[src/tlsfp_pkg.sv]
// Package for the TLS server flight parser: phases, constants and shared types.
package tlsfp_pkg;

  localparam int unsigned BYTE_COUNT_BITS_DEF = 24;
  localparam logic [15:0] LIMIT_RESET = 16'd18432;
  localparam logic [15:0] EXT_SUPPORTED_VERSIONS = 16'h002b;
  localparam logic [7:0] CT_ALERT = 8'd21;
  localparam logic [7:0] CT_HANDSHAKE = 8'd22;
  localparam logic [7:0] HS_SERVER_HELLO = 8'd2;
  localparam logic [7:0] HS_CERTIFICATE = 8'd11;
  localparam int unsigned FIFO_DEPTH = 4;

  localparam logic [1:0] ST_OK = 2'd0;
  localparam logic [1:0] ST_TOO_SHORT = 2'd1;
  localparam logic [1:0] ST_NO_HS = 2'd2;

  typedef enum logic [4:0] {
    PH_REC_TYPE, PH_REC_VER, PH_REC_LEN, PH_STOP,
    PH_SKIP_REC, PH_ALERT_LEVEL, PH_ALERT_DESC, PH_HS_TYPE, PH_HS_LEN,
    PH_SKIP_MSG, PH_SH_VER, PH_SH_RANDOM, PH_SH_SIDLEN, PH_SH_SID, PH_SH_SUITE,
    PH_SH_EXTLEN, PH_CERT_LISTLEN, PH_CERT_LEN, PH_CERT_BODY,
    PH_EXT_TYPE, PH_EXT_SIZE, PH_EXT_SV, PH_EXT_DATA, PH_EXT_TAIL
  } phase_t;

  // One classified byte as it travels from the front part to the back part.
  typedef struct packed {
    logic [7:0] data;
    logic       last;
  } byte_req_t;

  typedef struct packed {
    logic [1:0]  status;
    logic        is_tls;
    logic [15:0] reported_version;
    logic [15:0] suite_id;
    logic        alert_seen;
    logic        alert_fatal;
    logic [7:0]  alert_code;
    logic [15:0] cert_total;
    logic [23:0] byte_total;
  } summary_t;

endpackage

[src/tlsfp_front.sv]
// Front part: accepts bytes and queues them for the parser back part.
module tlsfp_front import tlsfp_pkg::*; (
  input  logic      clk,
  input  logic      rst_n,
  input  logic      in_valid,
  output logic      in_ready,
  input  byte_req_t in_req,
  output logic      q_valid,
  input  logic      q_ready,
  output byte_req_t q_req
);
  localparam int unsigned AW = $clog2(FIFO_DEPTH);

  byte_req_t      mem_r [FIFO_DEPTH];
  logic [AW-1:0]  wp_r, rp_r;
  logic [AW:0]    cnt_r;
  logic           push, pop;

  assign in_ready = (cnt_r != (AW+1)'(FIFO_DEPTH));
  assign q_valid  = (cnt_r != '0);
  assign q_req    = mem_r[rp_r];
  assign push     = in_valid && in_ready;
  assign pop      = q_valid && q_ready;

  always_ff @(posedge clk) begin
    if (push) mem_r[wp_r] <= in_req;
    if (!rst_n) begin
      wp_r <= '0; rp_r <= '0; cnt_r <= '0;
    end else begin
      if (push) wp_r <= wp_r + 1'b1;
      if (pop) rp_r <= rp_r + 1'b1;
      cnt_r <= cnt_r + (AW+1)'(push) - (AW+1)'(pop);
    end
  end
endmodule

[src/tlsfp_back.sv]
// Back part: the record and handshake parser state machine and summary output register.
module tlsfp_back import tlsfp_pkg::*; #(
  parameter int unsigned BYTE_COUNT_BITS = BYTE_COUNT_BITS_DEF
) (
  input  logic        clk,
  input  logic        rst_n,
  input  logic [15:0] limit,
  input  logic        q_valid,
  output logic        q_ready,
  input  byte_req_t   q_req,
  output logic        out_valid,
  input  logic        out_ready,
  output summary_t    out_sum
);
  localparam logic [BYTE_COUNT_BITS-1:0] CNT_MAX = '1;

  phase_t ph_r, ph_nxt;
  logic [23:0] fs_r, fs_nxt;
  logic [1:0]  fi_r, fi_nxt;
  logic [15:0] rl_r, rl_nxt;
  logic        rte_r, rte_nxt;
  logic [23:0] ml_r, ml_nxt;
  logic [15:0] eb_r, eb_nxt, ei_r, ei_nxt;
  logic [16:0] pv_r, pv_nxt;
  logic [23:0] cl_r, cl_nxt, ce_r, ce_nxt;
  logic [15:0] rv_r, rv_nxt, hv_r, hv_nxt, su_r, su_nxt;
  logic [9:0]  al_r, al_nxt;
  logic [2:0]  fl_r, fl_nxt;
  logic [15:0] cc_r, cc_nxt;
  logic [BYTE_COUNT_BITS-1:0] bc_r, bc_nxt;
  logic        ov_r;
  summary_t    os_r, sum_nxt;
  logic        take;

  assign q_ready   = !ov_r || out_ready;
  assign take      = q_valid && q_ready;
  assign out_valid = ov_r;
  assign out_sum   = os_r;

  always_comb begin
    logic [7:0]  b;
    logic [23:0] sh;
    logic [1:0]  idx;
    logic        done2, done3;
    logic [23:0] v;
    logic [23:0] t24;
    phase_t      ph;
    b = q_req.data;
    ph = ph_r;
    ph_nxt = ph_r; fs_nxt = fs_r; fi_nxt = fi_r; rl_nxt = rl_r; rte_nxt = rte_r;
    ml_nxt = ml_r; eb_nxt = eb_r; ei_nxt = ei_r; pv_nxt = pv_r; cl_nxt = cl_r;
    ce_nxt = ce_r; rv_nxt = rv_r; hv_nxt = hv_r; su_nxt = su_r; al_nxt = al_r;
    fl_nxt = fl_r; cc_nxt = cc_r;
    bc_nxt = (bc_r != CNT_MAX) ? bc_r + 1'b1 : bc_r;
    // Field collector: shifted value and completion for 2- and 3-byte fields.
    sh = {fs_r[15:0], b};
    idx = fi_r + 2'd1;
    done2 = (idx >= 2'd2);
    done3 = (idx == 2'd3);
    v = sh;
    t24 = '0;

    if (ph == PH_STOP) begin
    end else if (ph == PH_REC_TYPE) begin
      if (b < 8'd20 || b > 8'd24) ph_nxt = PH_STOP;
      else begin rl_nxt = {8'd0, b}; ph_nxt = PH_REC_VER; end
    end else if (ph == PH_REC_VER) begin
      fs_nxt = sh; fi_nxt = idx;
      if (done2) begin
        fs_nxt = '0; fi_nxt = '0;
        if (rv_r == '0) rv_nxt = v[15:0];
        ph_nxt = PH_REC_LEN;
      end
    end else if (ph == PH_REC_LEN) begin
      fs_nxt = sh; fi_nxt = idx;
      if (done2) begin
        fs_nxt = '0; fi_nxt = '0;
        rte_nxt = (v[15:0] > limit);
        rl_nxt = rte_nxt ? 16'd0 : v[15:0];
        if (rl_r[7:0] == CT_ALERT) ph_nxt = PH_ALERT_LEVEL;
        else if (rl_r[7:0] == CT_HANDSHAKE) begin
          fl_nxt[1] = 1'b1;
          ph_nxt = (!rte_nxt && rl_nxt < 16'd4) ? PH_SKIP_REC : PH_HS_TYPE;
        end else ph_nxt = PH_SKIP_REC;
      end
    end else begin
      if (!rte_r) rl_nxt = rl_r - 1'b1;
      if (ph >= PH_SKIP_MSG) ml_nxt = ml_r - 1'b1;
      if (ph >= PH_EXT_TYPE) eb_nxt = eb_r - 1'b1;
      unique case (ph)
        PH_ALERT_LEVEL: begin
          ei_nxt = {15'd0, b == 8'd2}; ph_nxt = PH_ALERT_DESC;
        end
        PH_ALERT_DESC: begin
          al_nxt = {1'b1, ei_r[0], b}; fl_nxt[0] = 1'b1; ph_nxt = PH_SKIP_REC;
        end
        PH_HS_TYPE: begin ml_nxt = {16'd0, b}; ph_nxt = PH_HS_LEN; end
        PH_HS_LEN: begin
          fs_nxt = sh; fi_nxt = idx;
          if (done3) begin
            fs_nxt = '0; fi_nxt = '0;
            ml_nxt = (!rte_r && v > {8'd0, rl_nxt}) ? {8'd0, rl_nxt} : v;
            if (ml_nxt == '0)
              ph_nxt = (!rte_r && rl_nxt < 16'd4) ? PH_SKIP_REC : PH_HS_TYPE;
            else if (ml_r[7:0] == HS_SERVER_HELLO) ph_nxt = PH_SH_VER;
            else if (ml_r[7:0] == HS_CERTIFICATE) ph_nxt = PH_CERT_LISTLEN;
            else ph_nxt = PH_SKIP_MSG;
          end
        end
        PH_SH_VER: begin
          fs_nxt = sh; fi_nxt = idx;
          if (done2) begin
            fs_nxt = '0; fi_nxt = '0;
            pv_nxt = {1'b0, v[15:0]}; fl_nxt[0] = 1'b1; ei_nxt = 16'd32;
            ph_nxt = PH_SH_RANDOM;
          end
        end
        PH_SH_RANDOM: begin
          ei_nxt = ei_r - 1'b1;
          if (ei_nxt == '0) ph_nxt = PH_SH_SIDLEN;
        end
        PH_SH_SIDLEN: begin
          ei_nxt = {8'd0, b};
          ph_nxt = (b == 8'd0) ? PH_SH_SUITE : PH_SH_SID;
        end
        PH_SH_SID: begin
          ei_nxt = ei_r - 1'b1;
          if (ei_nxt == '0) ph_nxt = PH_SH_SUITE;
        end
        PH_SH_SUITE: begin
          fs_nxt = sh; fi_nxt = idx;
          if (done2) begin
            fs_nxt = '0; fi_nxt = '0;
            hv_nxt = pv_r[15:0]; su_nxt = v[15:0]; fl_nxt[2] = 1'b1; pv_nxt = '0;
            ph_nxt = PH_SH_EXTLEN;
          end
        end
        PH_SH_EXTLEN: begin
          fs_nxt = sh; fi_nxt = idx;
          if (done2) begin
            fs_nxt = '0; fi_nxt = '0;
            if (v[15:0] == '0 || {8'd0, v[15:0]} > ml_nxt) ph_nxt = PH_SKIP_MSG;
            else begin
              eb_nxt = v[15:0];
              ph_nxt = (eb_nxt >= 16'd4) ? PH_EXT_TYPE : PH_EXT_TAIL;
            end
          end
        end
        PH_EXT_TYPE: begin
          fs_nxt = sh; fi_nxt = idx;
          if (done2) begin
            fs_nxt = '0; fi_nxt = '0;
            ei_nxt = {15'd0, v[15:0] == EXT_SUPPORTED_VERSIONS};
            ph_nxt = PH_EXT_SIZE;
          end
        end
        PH_EXT_SIZE: begin
          fs_nxt = sh; fi_nxt = idx;
          if (done2) begin
            fs_nxt = '0; fi_nxt = '0;
            if (v[15:0] == '0 || v[15:0] > eb_nxt)
              ph_nxt = (eb_nxt >= 16'd4) ? PH_EXT_TYPE : PH_EXT_TAIL;
            else begin
              ei_nxt = v[15:0];
              ph_nxt = (ei_r[0] && v[15:0] >= 16'd2) ? PH_EXT_SV : PH_EXT_DATA;
            end
          end
        end
        PH_EXT_SV: begin
          ei_nxt = ei_r - 1'b1;
          fs_nxt = sh; fi_nxt = idx;
          if (done2) begin
            fs_nxt = '0; fi_nxt = '0;
            pv_nxt = {1'b1, v[15:0]};
            if (ei_nxt == '0) ph_nxt = (eb_nxt >= 16'd4) ? PH_EXT_TYPE : PH_EXT_TAIL;
            else ph_nxt = PH_EXT_DATA;
          end
        end
        PH_EXT_DATA: begin
          ei_nxt = ei_r - 1'b1;
          if (ei_nxt == '0) ph_nxt = (eb_nxt >= 16'd4) ? PH_EXT_TYPE : PH_EXT_TAIL;
        end
        PH_CERT_LISTLEN: begin
          fs_nxt = sh; fi_nxt = idx;
          if (done3) begin
            fs_nxt = '0; fi_nxt = '0;
            fl_nxt[0] = 1'b1; cl_nxt = v;
            ph_nxt = (cl_nxt >= 24'd3 && ml_nxt >= 24'd3) ? PH_CERT_LEN : PH_SKIP_MSG;
          end
        end
        PH_CERT_LEN: begin
          fs_nxt = sh; fi_nxt = idx;
          if (done3) begin
            fs_nxt = '0; fi_nxt = '0;
            t24 = cl_r - 24'd3;
            cl_nxt = t24;
            if (v == '0 || v > ml_nxt) ph_nxt = PH_SKIP_MSG;
            else begin
              cl_nxt = (v > t24) ? 24'd0 : t24 - v;
              ce_nxt = v; ph_nxt = PH_CERT_BODY;
            end
          end
        end
        PH_CERT_BODY: begin
          ce_nxt = ce_r - 1'b1;
          if (ce_nxt == '0) begin
            if (cc_r != 16'hFFFF) cc_nxt = cc_r + 1'b1;
            ph_nxt = (cl_r >= 24'd3 && ml_nxt >= 24'd3) ? PH_CERT_LEN : PH_SKIP_MSG;
          end
        end
        default: begin end
      endcase
      if (ph >= PH_EXT_TYPE && eb_nxt == '0) begin
        if (pv_nxt[16]) hv_nxt = pv_nxt[15:0];
        pv_nxt = '0; ph_nxt = PH_SKIP_MSG;
      end
      if (ph >= PH_SKIP_MSG && ml_nxt == '0)
        ph_nxt = (!rte_r && rl_nxt < 16'd4) ? PH_SKIP_REC : PH_HS_TYPE;
    end
    if (ph_nxt >= PH_SKIP_REC && !rte_nxt && rl_nxt == '0) ph_nxt = PH_REC_TYPE;
    if (ph_nxt != ph_r) begin fs_nxt = '0; fi_nxt = '0; end

    sum_nxt = '0;
    if (bc_nxt < BYTE_COUNT_BITS'(5)) sum_nxt.status = ST_TOO_SHORT;
    else if (fl_nxt[1:0] == 2'b00) sum_nxt.status = ST_NO_HS;
    else begin
      sum_nxt.status = ST_OK;
      sum_nxt.is_tls = fl_nxt[0];
      sum_nxt.reported_version = fl_nxt[2] ? hv_nxt : rv_nxt;
      sum_nxt.suite_id = su_nxt;
      sum_nxt.alert_seen = al_nxt[9];
      sum_nxt.alert_fatal = al_nxt[8];
      sum_nxt.alert_code = al_nxt[7:0];
      sum_nxt.cert_total = cc_nxt;
    end
    if (BYTE_COUNT_BITS > 24 && bc_nxt > BYTE_COUNT_BITS'(24'hFFFFFF))
      sum_nxt.byte_total = 24'hFFFFFF;
    else sum_nxt.byte_total = 24'(bc_nxt);
  end

  always_ff @(posedge clk) begin
    if (take && q_req.last) os_r <= sum_nxt;
    if (!rst_n || (take && q_req.last)) begin
      ph_r <= PH_REC_TYPE; fs_r <= '0; fi_r <= '0; rl_r <= '0; rte_r <= 1'b0;
      ml_r <= '0; eb_r <= '0; ei_r <= '0; pv_r <= '0; cl_r <= '0; ce_r <= '0;
      rv_r <= '0; hv_r <= '0; su_r <= '0; al_r <= '0; fl_r <= '0; cc_r <= '0;
      bc_r <= '0;
    end else if (take) begin
      ph_r <= ph_nxt; fs_r <= fs_nxt; fi_r <= fi_nxt; rl_r <= rl_nxt; rte_r <= rte_nxt;
      ml_r <= ml_nxt; eb_r <= eb_nxt; ei_r <= ei_nxt; pv_r <= pv_nxt; cl_r <= cl_nxt;
      ce_r <= ce_nxt; rv_r <= rv_nxt; hv_r <= hv_nxt; su_r <= su_nxt; al_r <= al_nxt;
      fl_r <= fl_nxt; cc_r <= cc_nxt; bc_r <= bc_nxt;
    end
    if (!rst_n) ov_r <= 1'b0;
    else if (take && q_req.last) ov_r <= 1'b1;
    else if (out_ready) ov_r <= 1'b0;
  end
endmodule

[src/tls_server_flight_parser.sv]
// Top level of the TLS server flight parser: configuration register, front queue, parser.
// The block takes one captured server byte per cycle on the in_ stream while
// in_tready is high and, on the byte marked by in_tlast, delivers one summary
// request on the out_ stream: status, whether TLS was recognized, the negotiated
// version and cipher suite, the latest alert, the count of whole certificates
// and the capture length. A four-entry queue separates the byte intake from the
// parser; the parser retires one byte per cycle through a registered state update
// unless a summary waits with out_tready low. The last byte passes through the
// queue and the parser state update into the summary output register that drives
// out_tvalid. While a summary waits there with out_tready low, the parser holds,
// and the queue takes up to four more bytes before in_tready drops. After a
// summary the parser restarts for a new capture. The user writes record_length_limit
// on the cfg_ channel only while idle; the block does not enforce it.
module tls_server_flight_parser import tlsfp_pkg::*; #(
  parameter int unsigned BYTE_COUNT_BITS = BYTE_COUNT_BITS_DEF
) (
  input  logic        clk,
  input  logic        rst_n,
  input  logic        in_tvalid,
  output logic        in_tready,
  input  logic [7:0]  in_tdata,   // data_byte
  input  logic        in_tlast,   // is_last
  output logic        out_tvalid,
  input  logic        out_tready,
  // status[1:0], is_tls[2], reported_version[18:3], suite_id[34:19],
  // alert_seen[35], alert_fatal[36], alert_code[44:37],
  // cert_total[60:45], byte_total[84:61], zero fill to 88 bits
  output logic [87:0] out_tdata,
  input  logic        cfg_valid,
  output logic        cfg_ready,
  input  logic [15:0] cfg_data     // record_length_limit
);
  logic [15:0] limit_r;
  logic        q_valid, q_ready;
  byte_req_t   in_req, q_req;
  summary_t    sum;

  // The limit register accepts a write in any cycle.
  assign cfg_ready = 1'b1;
  always_ff @(posedge clk) begin
    if (!rst_n) limit_r <= LIMIT_RESET;
    else if (cfg_valid) limit_r <= cfg_data;
  end

  assign in_req.data = in_tdata;
  assign in_req.last = in_tlast;

  tlsfp_front u_front (
    .clk, .rst_n, .in_valid(in_tvalid), .in_ready(in_tready), .in_req,
    .q_valid, .q_ready, .q_req
  );

  tlsfp_back #(.BYTE_COUNT_BITS(BYTE_COUNT_BITS)) u_back (
    .clk, .rst_n, .limit(limit_r), .q_valid, .q_ready, .q_req,
    .out_valid(out_tvalid), .out_ready(out_tready), .out_sum(sum)
  );

  assign out_tdata = {3'd0, sum.byte_total, sum.cert_total, sum.alert_code,
                      sum.alert_fatal, sum.alert_seen, sum.suite_id,
                      sum.reported_version, sum.is_tls, sum.status};
endmodule

[config.mk]
export PLATFORM = sky130hd
export DESIGN_NAME = tls_server_flight_parser
export DESIGN_NICKNAME = d
export VERILOG_FILES = /design/src/tlsfp_pkg.sv /design/src/tlsfp_front.sv /design/src/tlsfp_back.sv /design/src/tls_server_flight_parser.sv
export SDC_FILE = /design/constraint.sdc
export NUM_CORES = 1
export LEC_CHECK = 0
export BUFFER_PORTS_ARGS = -buffer_cell sky130_fd_sc_hd__buf_2
export CAP_MARGIN = 20
export CORE_ASPECT_RATIO = 0.7
export CORE_UTILIZATION = 34
export DETAILED_ROUTE_END_ITERATION = 10
export MAX_ROUTING_LAYER = met4
export PLACE_DENSITY = 0.48
export REMOVE_ABC_BUFFERS = 1
export SLEW_MARGIN = 15
export SYNTH_ARGS = -nofsm -noshare
export SYNTH_HDL_FRONTEND = slang
export SYNTH_SLANG_ARGS = --single-unit
export TNS_END_PERCENT = 100
[constraint.sdc]
create_clock -name clk -period 8.85 [get_ports clk]
set_clock_uncertainty 0.1 [all_clocks]
set_input_delay 0.885 -clock clk [delete_from_list [all_inputs] [get_ports clk]]
set_output_delay 0.885 -clock clk [all_outputs]
set_load 0.02 [all_outputs]
# ---- After elaboration in Yosys (flattened, before gate mapping)
# Memory sizes are Yosys's and may differ from the RTL's. A register that Yosys moved wholly into a read port is not among the register bits.
# Index checks and enable logic that the tools add are counted.
dict set report word_totals {
  reg_bits 371
  ram_bits 36
  word_cells 337
  mem_count 1
}
dict set report classes {
  n_addsub 14
  magnitude_cmp 21
  eq_ne 40
  muxes 174
  bitwise_logic 4
  reduce_logical 51
}
# name depth width rd rd_clocked_by_memory_dff wr line_no
set mem_list {}
lappend mem_list {u_front.mem_r 4 9 1 1 1 tlsfp_front.sv:14} ;# byte_req_t mem_r [FIFO_DEPTH];
# cell count
set ops {}
lappend ops {{$mux W16} 62}
lappend ops {{$mux W24} 18}
lappend ops {{$mux W5} 33}
lappend ops {{$pmux W24 S2} 3}
lappend ops {{$mux W17} 8}
lappend ops {{$logic_not A24 Y1} 4}
lappend ops {{$pmux W16 S6} 1}
lappend ops {{$pmux W5 S17} 1}
lappend ops {{$logic_not A16 Y1} 5}
lappend ops {{$ge A24 B2 Y1 const B} 3}
lappend ops {{$pmux W17 S3} 1}
lappend ops {{$mux W10} 5}
lappend ops {{$gt A24 B24 Y1} 2}
lappend ops {{$sub A16 B1 Y16 const B} 3}
lappend ops {{$sub A24 B1 Y24 const B} 2}
lappend ops {{$eq A5 B4 Y1 const B} 7}
lappend ops {{$eq A5 B5 Y1 const B} 7}
lappend ops {{$ge A16 B3 Y1 const B} 2}
lappend ops {{$gt A16 B16 Y1} 2}
lappend ops {{$lt A16 B3 Y1 const B} 2}
lappend ops {{$pmux W16 S2} 1}
lappend ops {{$mux W2} 15}
lappend ops {{$add A24 B1 Y24 const B} 1}
lappend ops {{$gt A16 B24 Y1} 1}
lappend ops {{52 further kinds} 115}

# ---- Longest topological paths before layout
dict set report depth {
  depth_word 30
  depth_mapped 26
  depth_no_buf 22
}

# ---- Modules after synthesis
# Synthesis repeated with hierarchy kept, for this count alone.
dict set report hier_totals {
  hier_cells 3272
  hier_area_um2 26147.6
}
# mod instances cells_per_inst area_per_inst_um2 seq_area_each_um2
set by_module_without_submodules {}
lappend by_module_without_submodules {tlsfp_back 1 3120 23712.7 7817.5}
lappend by_module_without_submodules {tlsfp_front 1 95 1786.7 1261.2}
lappend by_module_without_submodules {tls_server_flight_parser 1 57 648.1 320.3}

# ---- Least setup slack after synthesis
# No wires, ideal clock.
dict set report synth_timing {
  path_kind {register -> register}
  startpoint {reg u_back.rl_r[0]}
  endpoint {reg u_back.fs_r[7]}
  t_arrival_ns 6.186
  required_time_ns 8.689
  slack_ns 2.503
  path_stages_with_launch 25
  path_buffers 4
  period_less_slack_ns 6.347
  path_cell_list {dfxtp_1 clkbuf_1 inv_1 ha_1 nor4b_1 nand2_1 or3_1 xor2_1 ha_1 and3_1 and4_1 o311a_1 a211o_1 clkbuf_1 a2111oi_0 a211oi_1 or3_1 nor4_4 a31oi_1 and3_1 or4_4 buf_6 o41ai_4 buf_6 a32o_1}
}
dict set report synth_between {
  elab_chain_len 29
  elab_cells_between_ends 52
  cone_classes {1 x add/sub; 3 x order compare; 5 x eq/ne; 33 x mux; 10 x reduce/logical}
}
# element line_no
set synth_rtl {}
lappend synth_rtl {{start: declaration} tlsfp_back.sv:20} ;# logic [15:0] rl_r, rl_nxt;
lappend synth_rtl {{start signal: assignment} tlsfp_back.sv:249} ;# ph_r <= ph_nxt; fs_r <= fs_nxt; fi_r <= fi_nxt; rl_r <= rl_nxt; rte_r <= rte_nxt;
lappend synth_rtl {{$sub A16 B1 Y16} tlsfp_back.sv:87} ;# if (!rte_r) rl_nxt = rl_r - 1'b1;
lappend synth_rtl {{$mux W16} tlsfp_back.sv:87}
lappend synth_rtl {{$mux W16} tlsfp_back.sv:74} ;# end else if (ph == PH_REC_LEN) begin
lappend synth_rtl {{$mux W16} tlsfp_back.sv:67} ;# end else if (ph == PH_REC_VER) begin
lappend synth_rtl {{$mux W16} tlsfp_back.sv:64} ;# end else if (ph == PH_REC_TYPE) begin
lappend synth_rtl {{$mux W16} tlsfp_back.sv:63} ;# if (ph == PH_STOP) begin
lappend synth_rtl {{$gt A24 B16 Y1} tlsfp_back.sv:102} ;# ml_nxt = (!rte_r && v > {8'd0, rl_nxt}) ? {8'd0, rl_nxt} : v;
lappend synth_rtl {{$logic_and A1 B1 Y1} tlsfp_back.sv:102}
lappend synth_rtl {{[... 12 more ...]} n/a}
lappend synth_rtl {{$mux W5} tlsfp_back.sv:64}
lappend synth_rtl {{$mux W5} tlsfp_back.sv:63}
lappend synth_rtl {{$ge A5 B3 Y1} tlsfp_back.sv:220} ;# if (ph_nxt >= PH_SKIP_REC && !rte_nxt && rl_nxt == '0) ph_nxt = PH_REC_TYPE;
lappend synth_rtl {{$logic_and A1 B1 Y1 (2 in a row)} tlsfp_back.sv:220}
lappend synth_rtl {{$mux W5 (*)} tlsfp_back.sv:220}
lappend synth_rtl {{$ne A5 B5 Y1 (*)} tlsfp_back.sv:221} ;# if (ph_nxt != ph_r) begin fs_nxt = '0; fi_nxt = '0; end
lappend synth_rtl {{$reduce_bool A5 Y1 (no source line) / $ne A2 B2 Y1 (equally long branches)} n/a}
lappend synth_rtl {{$reduce_and A4 Y1 (no source line)} n/a}
lappend synth_rtl {{end signal: assignment} tlsfp_back.sv:249}
lappend synth_rtl {{end: declaration} tlsfp_back.sv:18} ;# logic [23:0] fs_r, fs_nxt;
# Mark *: on every way between the ends. The rest lies on a longest branch, timed or not. The select of a mux whose other input is x is not followed.
# A chain may end at the register's enable or synchronous reset.

# ---- Final worst setup path
# Ends and elaborated chain as after synthesis.

==> metrics <==
area inside the core boundary 75,400 µm²; VDD IR max approximately 0.15 mV; share of the synthesized area in the top cell type 0.222; normalized max-slew margin 0.245; outcome completed; Pre-Repair DR Iteration Count 6; CTS sink cnt 409; Worst Path Max Fanout 17; DR iter-0 viols roughly 2,700; critical path's largest stage delay 0.88 ns; total of hold buffers inserted after clock tree synthesis 0; maximum buffer depth of the clock tree 3; slack of the critical path roughly 1.1 ns; Max Cap Viol 0; Skew-Pair Late Insertion Delay 0.62 ns; Resize count post-CTS 0; weighted congestion at the end of routability-driven global placement 1.01; post-synth top area cell dfxtp_1; Detailed Place HPWL 69.2 mm; top post-synthesis cells by area dfxtp_1, edfxtp_1, nor2_1; Sequential Area 9400 µm²; P per Cell Area between 200 and 250 nW/µm²; Final Power approximately 7.2 mW; TritonCTS clock tree built; count of pins over their slew limit 0; Yosys reg bits just over 400; total of buffers placed on input and output ports 116; nature of the critical path startpoint flip-flop; initial antenna violation count 5; path class of the lowest-slack min-delay path flip-flop to flip-flop; post-placement setup slack between 1 and 1.5 ns; wire per inst 23.1 µm; maximum number of pins on one net before global-route repair 91; Worst EP required between 9 and 10 ns; number of clock buffers inserted by TritonCTS 47; die area between 70,000 and 80,000 µm²; global-route usage over all layers 0.255; detailed-route vias per instance approximately 5.9; unrepaired setup endpoints after global routing false; placed cell areas 27,500 µm²; via count of the routed design approximately 25,000; top cell types by occurrence after synthesis nor2_1, nand2_1, a21oi_1, dfxtp_1, clkbuf_1; portion of the clock cycle consumed by the worst path in the final layout 0.879; total grt overflow 0; Post CTS Setup Buffer Count 0; width of the die around 330 µm; first-pass GRT wire length about 150 mm; average footprint of a synthesized cell between 8 and 9 µm²; final-report hold violation count 0; timing-limited maximum frequency approximately 130 MHz; number of global-route vias before repair ~23,000; area of the multi-input gates ~15,000 µm²; Net count, final about 3,400; hold slack roughly 0.35 ns; crit path time final ~7.8 ns; Slowest-stage cell, CP nor3_2; Data arrival, critical path roughly 8.2 ns; Total Wirelength slightly below 100 mm; type of element capturing the critical path flip-flop; number of synthesized flops with an enable pin between 100 and 150; static leakage around 11 nW; ordered list of cells on the worst path inv_1, ha_1, nor4b_1, buf_4, nand2_1, or3_1, xor2_1, ha_1, and3_1, and4_1, a41o_1, o21ai_0, o22ai_1, or3_1, nor4_4, a31oi_1, and3_1, or4_4, nor3_2, a32o_1; count of warnings emitted by yosys 0; initial core utilization 0.345; category of the critical setup timing path flip-flop to flip-flop; IO Count 121; number of setup violations in the final report 0; placed cell count roughly 4,200; Design Area, Final about 29,000 µm²; distinct cell type count of the synthesized netlist about 90; area growth from synthesis to layout 12.4%; Syn Inst Count about 3,200; slew at the pin closest to its max-slew limit 1.12 ns; Site Rows 84; register clock-pin slew on the reported worst setup and hold paths 0.07 ns; remaining design rule violation count 0; Final ANT Viol Nets 0; non-filler cells, final between 4,000 and 5,000; htree depth 2; ratio of cells with drive above 1 in the final layout 0.101; most common cell in the netlist nor2_1; Filler Cells Inserted 7,697; Post-Synthesis Cell Area ~26,000 µm²; vertical die dimension 233 µm; buffer cell driving the clock tree root clkbuf_16; top_reg_cell synth dfxtp_1; sequential area share after synthesis 0.362; async set-reset flop share out of synthesis 0
==> registers in the layout, summed over array words and instances, names as in the netlist, 10 cells and up, named ones only <==
register        flops
u_back.su_r        16
u_back.bc_r        24
limit_r            16
u_back.out_sum     85
u_back.pv_r        17
u_back.ei_r        16
u_back.rv_r        16
u_back.eb_r        16
u_back.cl_r        24
u_back.rl_r        16
u_front.mem_r      36
u_back.ml_r        24
u_back.cc_r        16
u_back.hv_r        16
u_back.ce_r        24
u_back.fs_r        16
u_back.al_r        10
==> routing by layer <==
| metal | GRT usage | vias to the layer above | part of all wire | wire, µm |
|---|---|---|---|---|
| li1 | - | 11717 | - | - |
| met1 | 0.371 | 12188 | 0.48 | 47800 |
| met2 | 0.346 | 1039 | 0.40 | 39200 |
| met3 | 0.0613 | 136 | 0.097 | 9570 |
| met4 | 0.0648 | 0 | 0.021 | 2110 |
| met5 | - | - | 0 | 0 |
==> worst paths after layout <==
check	endpoint	slack, ns	depth (start not counted)	start
max	u_back.fs_r[7]	1.07	20	u_back.rl_r[0]
min	u_back.hv_r[1]	0.35	2	u_back.hv_r[1]
max reg2reg	u_back.fs_r[7]	1.07	20	u_back.rl_r[0]
min reg2reg	u_back.hv_r[1]	0.35	2	u_back.hv_r[1]
==> layout by cell type, fill, tap and decap left out, types with 49 or more instances in the layout <==
cell / count
buf_2: 116
buf_4: 67
nor2_1: 417
xnor2_1: 86
nor4_1: 50
xor2_1: 87
clkbuf_16: 49
edfxtp_1: 121
ha_1: 118
nor3_1: 106
dfxtp_1: 288
o21ai_0: 145
nand3_1: 76
inv_1: 112
a211oi_1: 58
a21oi_1: 303
nand2_1: 331
mux2i_1: 53
==> logic make-up after synthesis <==
group / synth area share
AND/OR/NAND/NOR: 0.238
AO/OA/AOI/OAI: 0.201
flip-flops: 0.362
buffers and inverters: 0.0513
XOR/XNOR: 0.0583
adder cells (fa/ha/maj): 0.0584
multiplexers: 0.0317
other: 0.000289
==> per-stage QoR <==
| stage | setup TNS [ns] | util |
|---|---|---|
| 6_report | 0 | 0.387 |
| 4_1_cts | 0 | 0.387 |
| 2_1_floorplan | -11.07 | - |
| 5_1_grt | 0 | 0.387 |
| 3_5_place_dp | 0 | 0.365 |
| 3_3_place_gp | 0 | 0.365 |
==> worst max-delay path: cells and delay by family (launching register included) <==
family / cells / cell delay (ns)
and+or+nand+nor: 10 / 3.68
AOI/OAI and AO/OA: 5 / 2.01
adders and majority gates: 2 / 0.57
DFF: 1 / 0.48
xor gates and xnor gates: 1 / 0.45
buffers and inverters: 2 / 0.40
==> layout make-up <==
class                   instances  share of cell area
diodes                          1           0.0000857
well taps                     989              0.0424
flip-flops and latches        409               0.322
clock buffers                  57              0.0444
repair buffers                184              0.0375
multi-input cells            2485               0.527
inverters                     115              0.0148
clock inverters                30              0.0121
==> power breakdown <==
group          internal [mW]  leakage, nW  switching, mW  total (mW)
clock                   1.25        0.800          0.882        2.13
combinational          0.724         6.49           2.01        2.74
sequential              2.20         3.47          0.122        2.33
(Power assumes the default switching activity.)
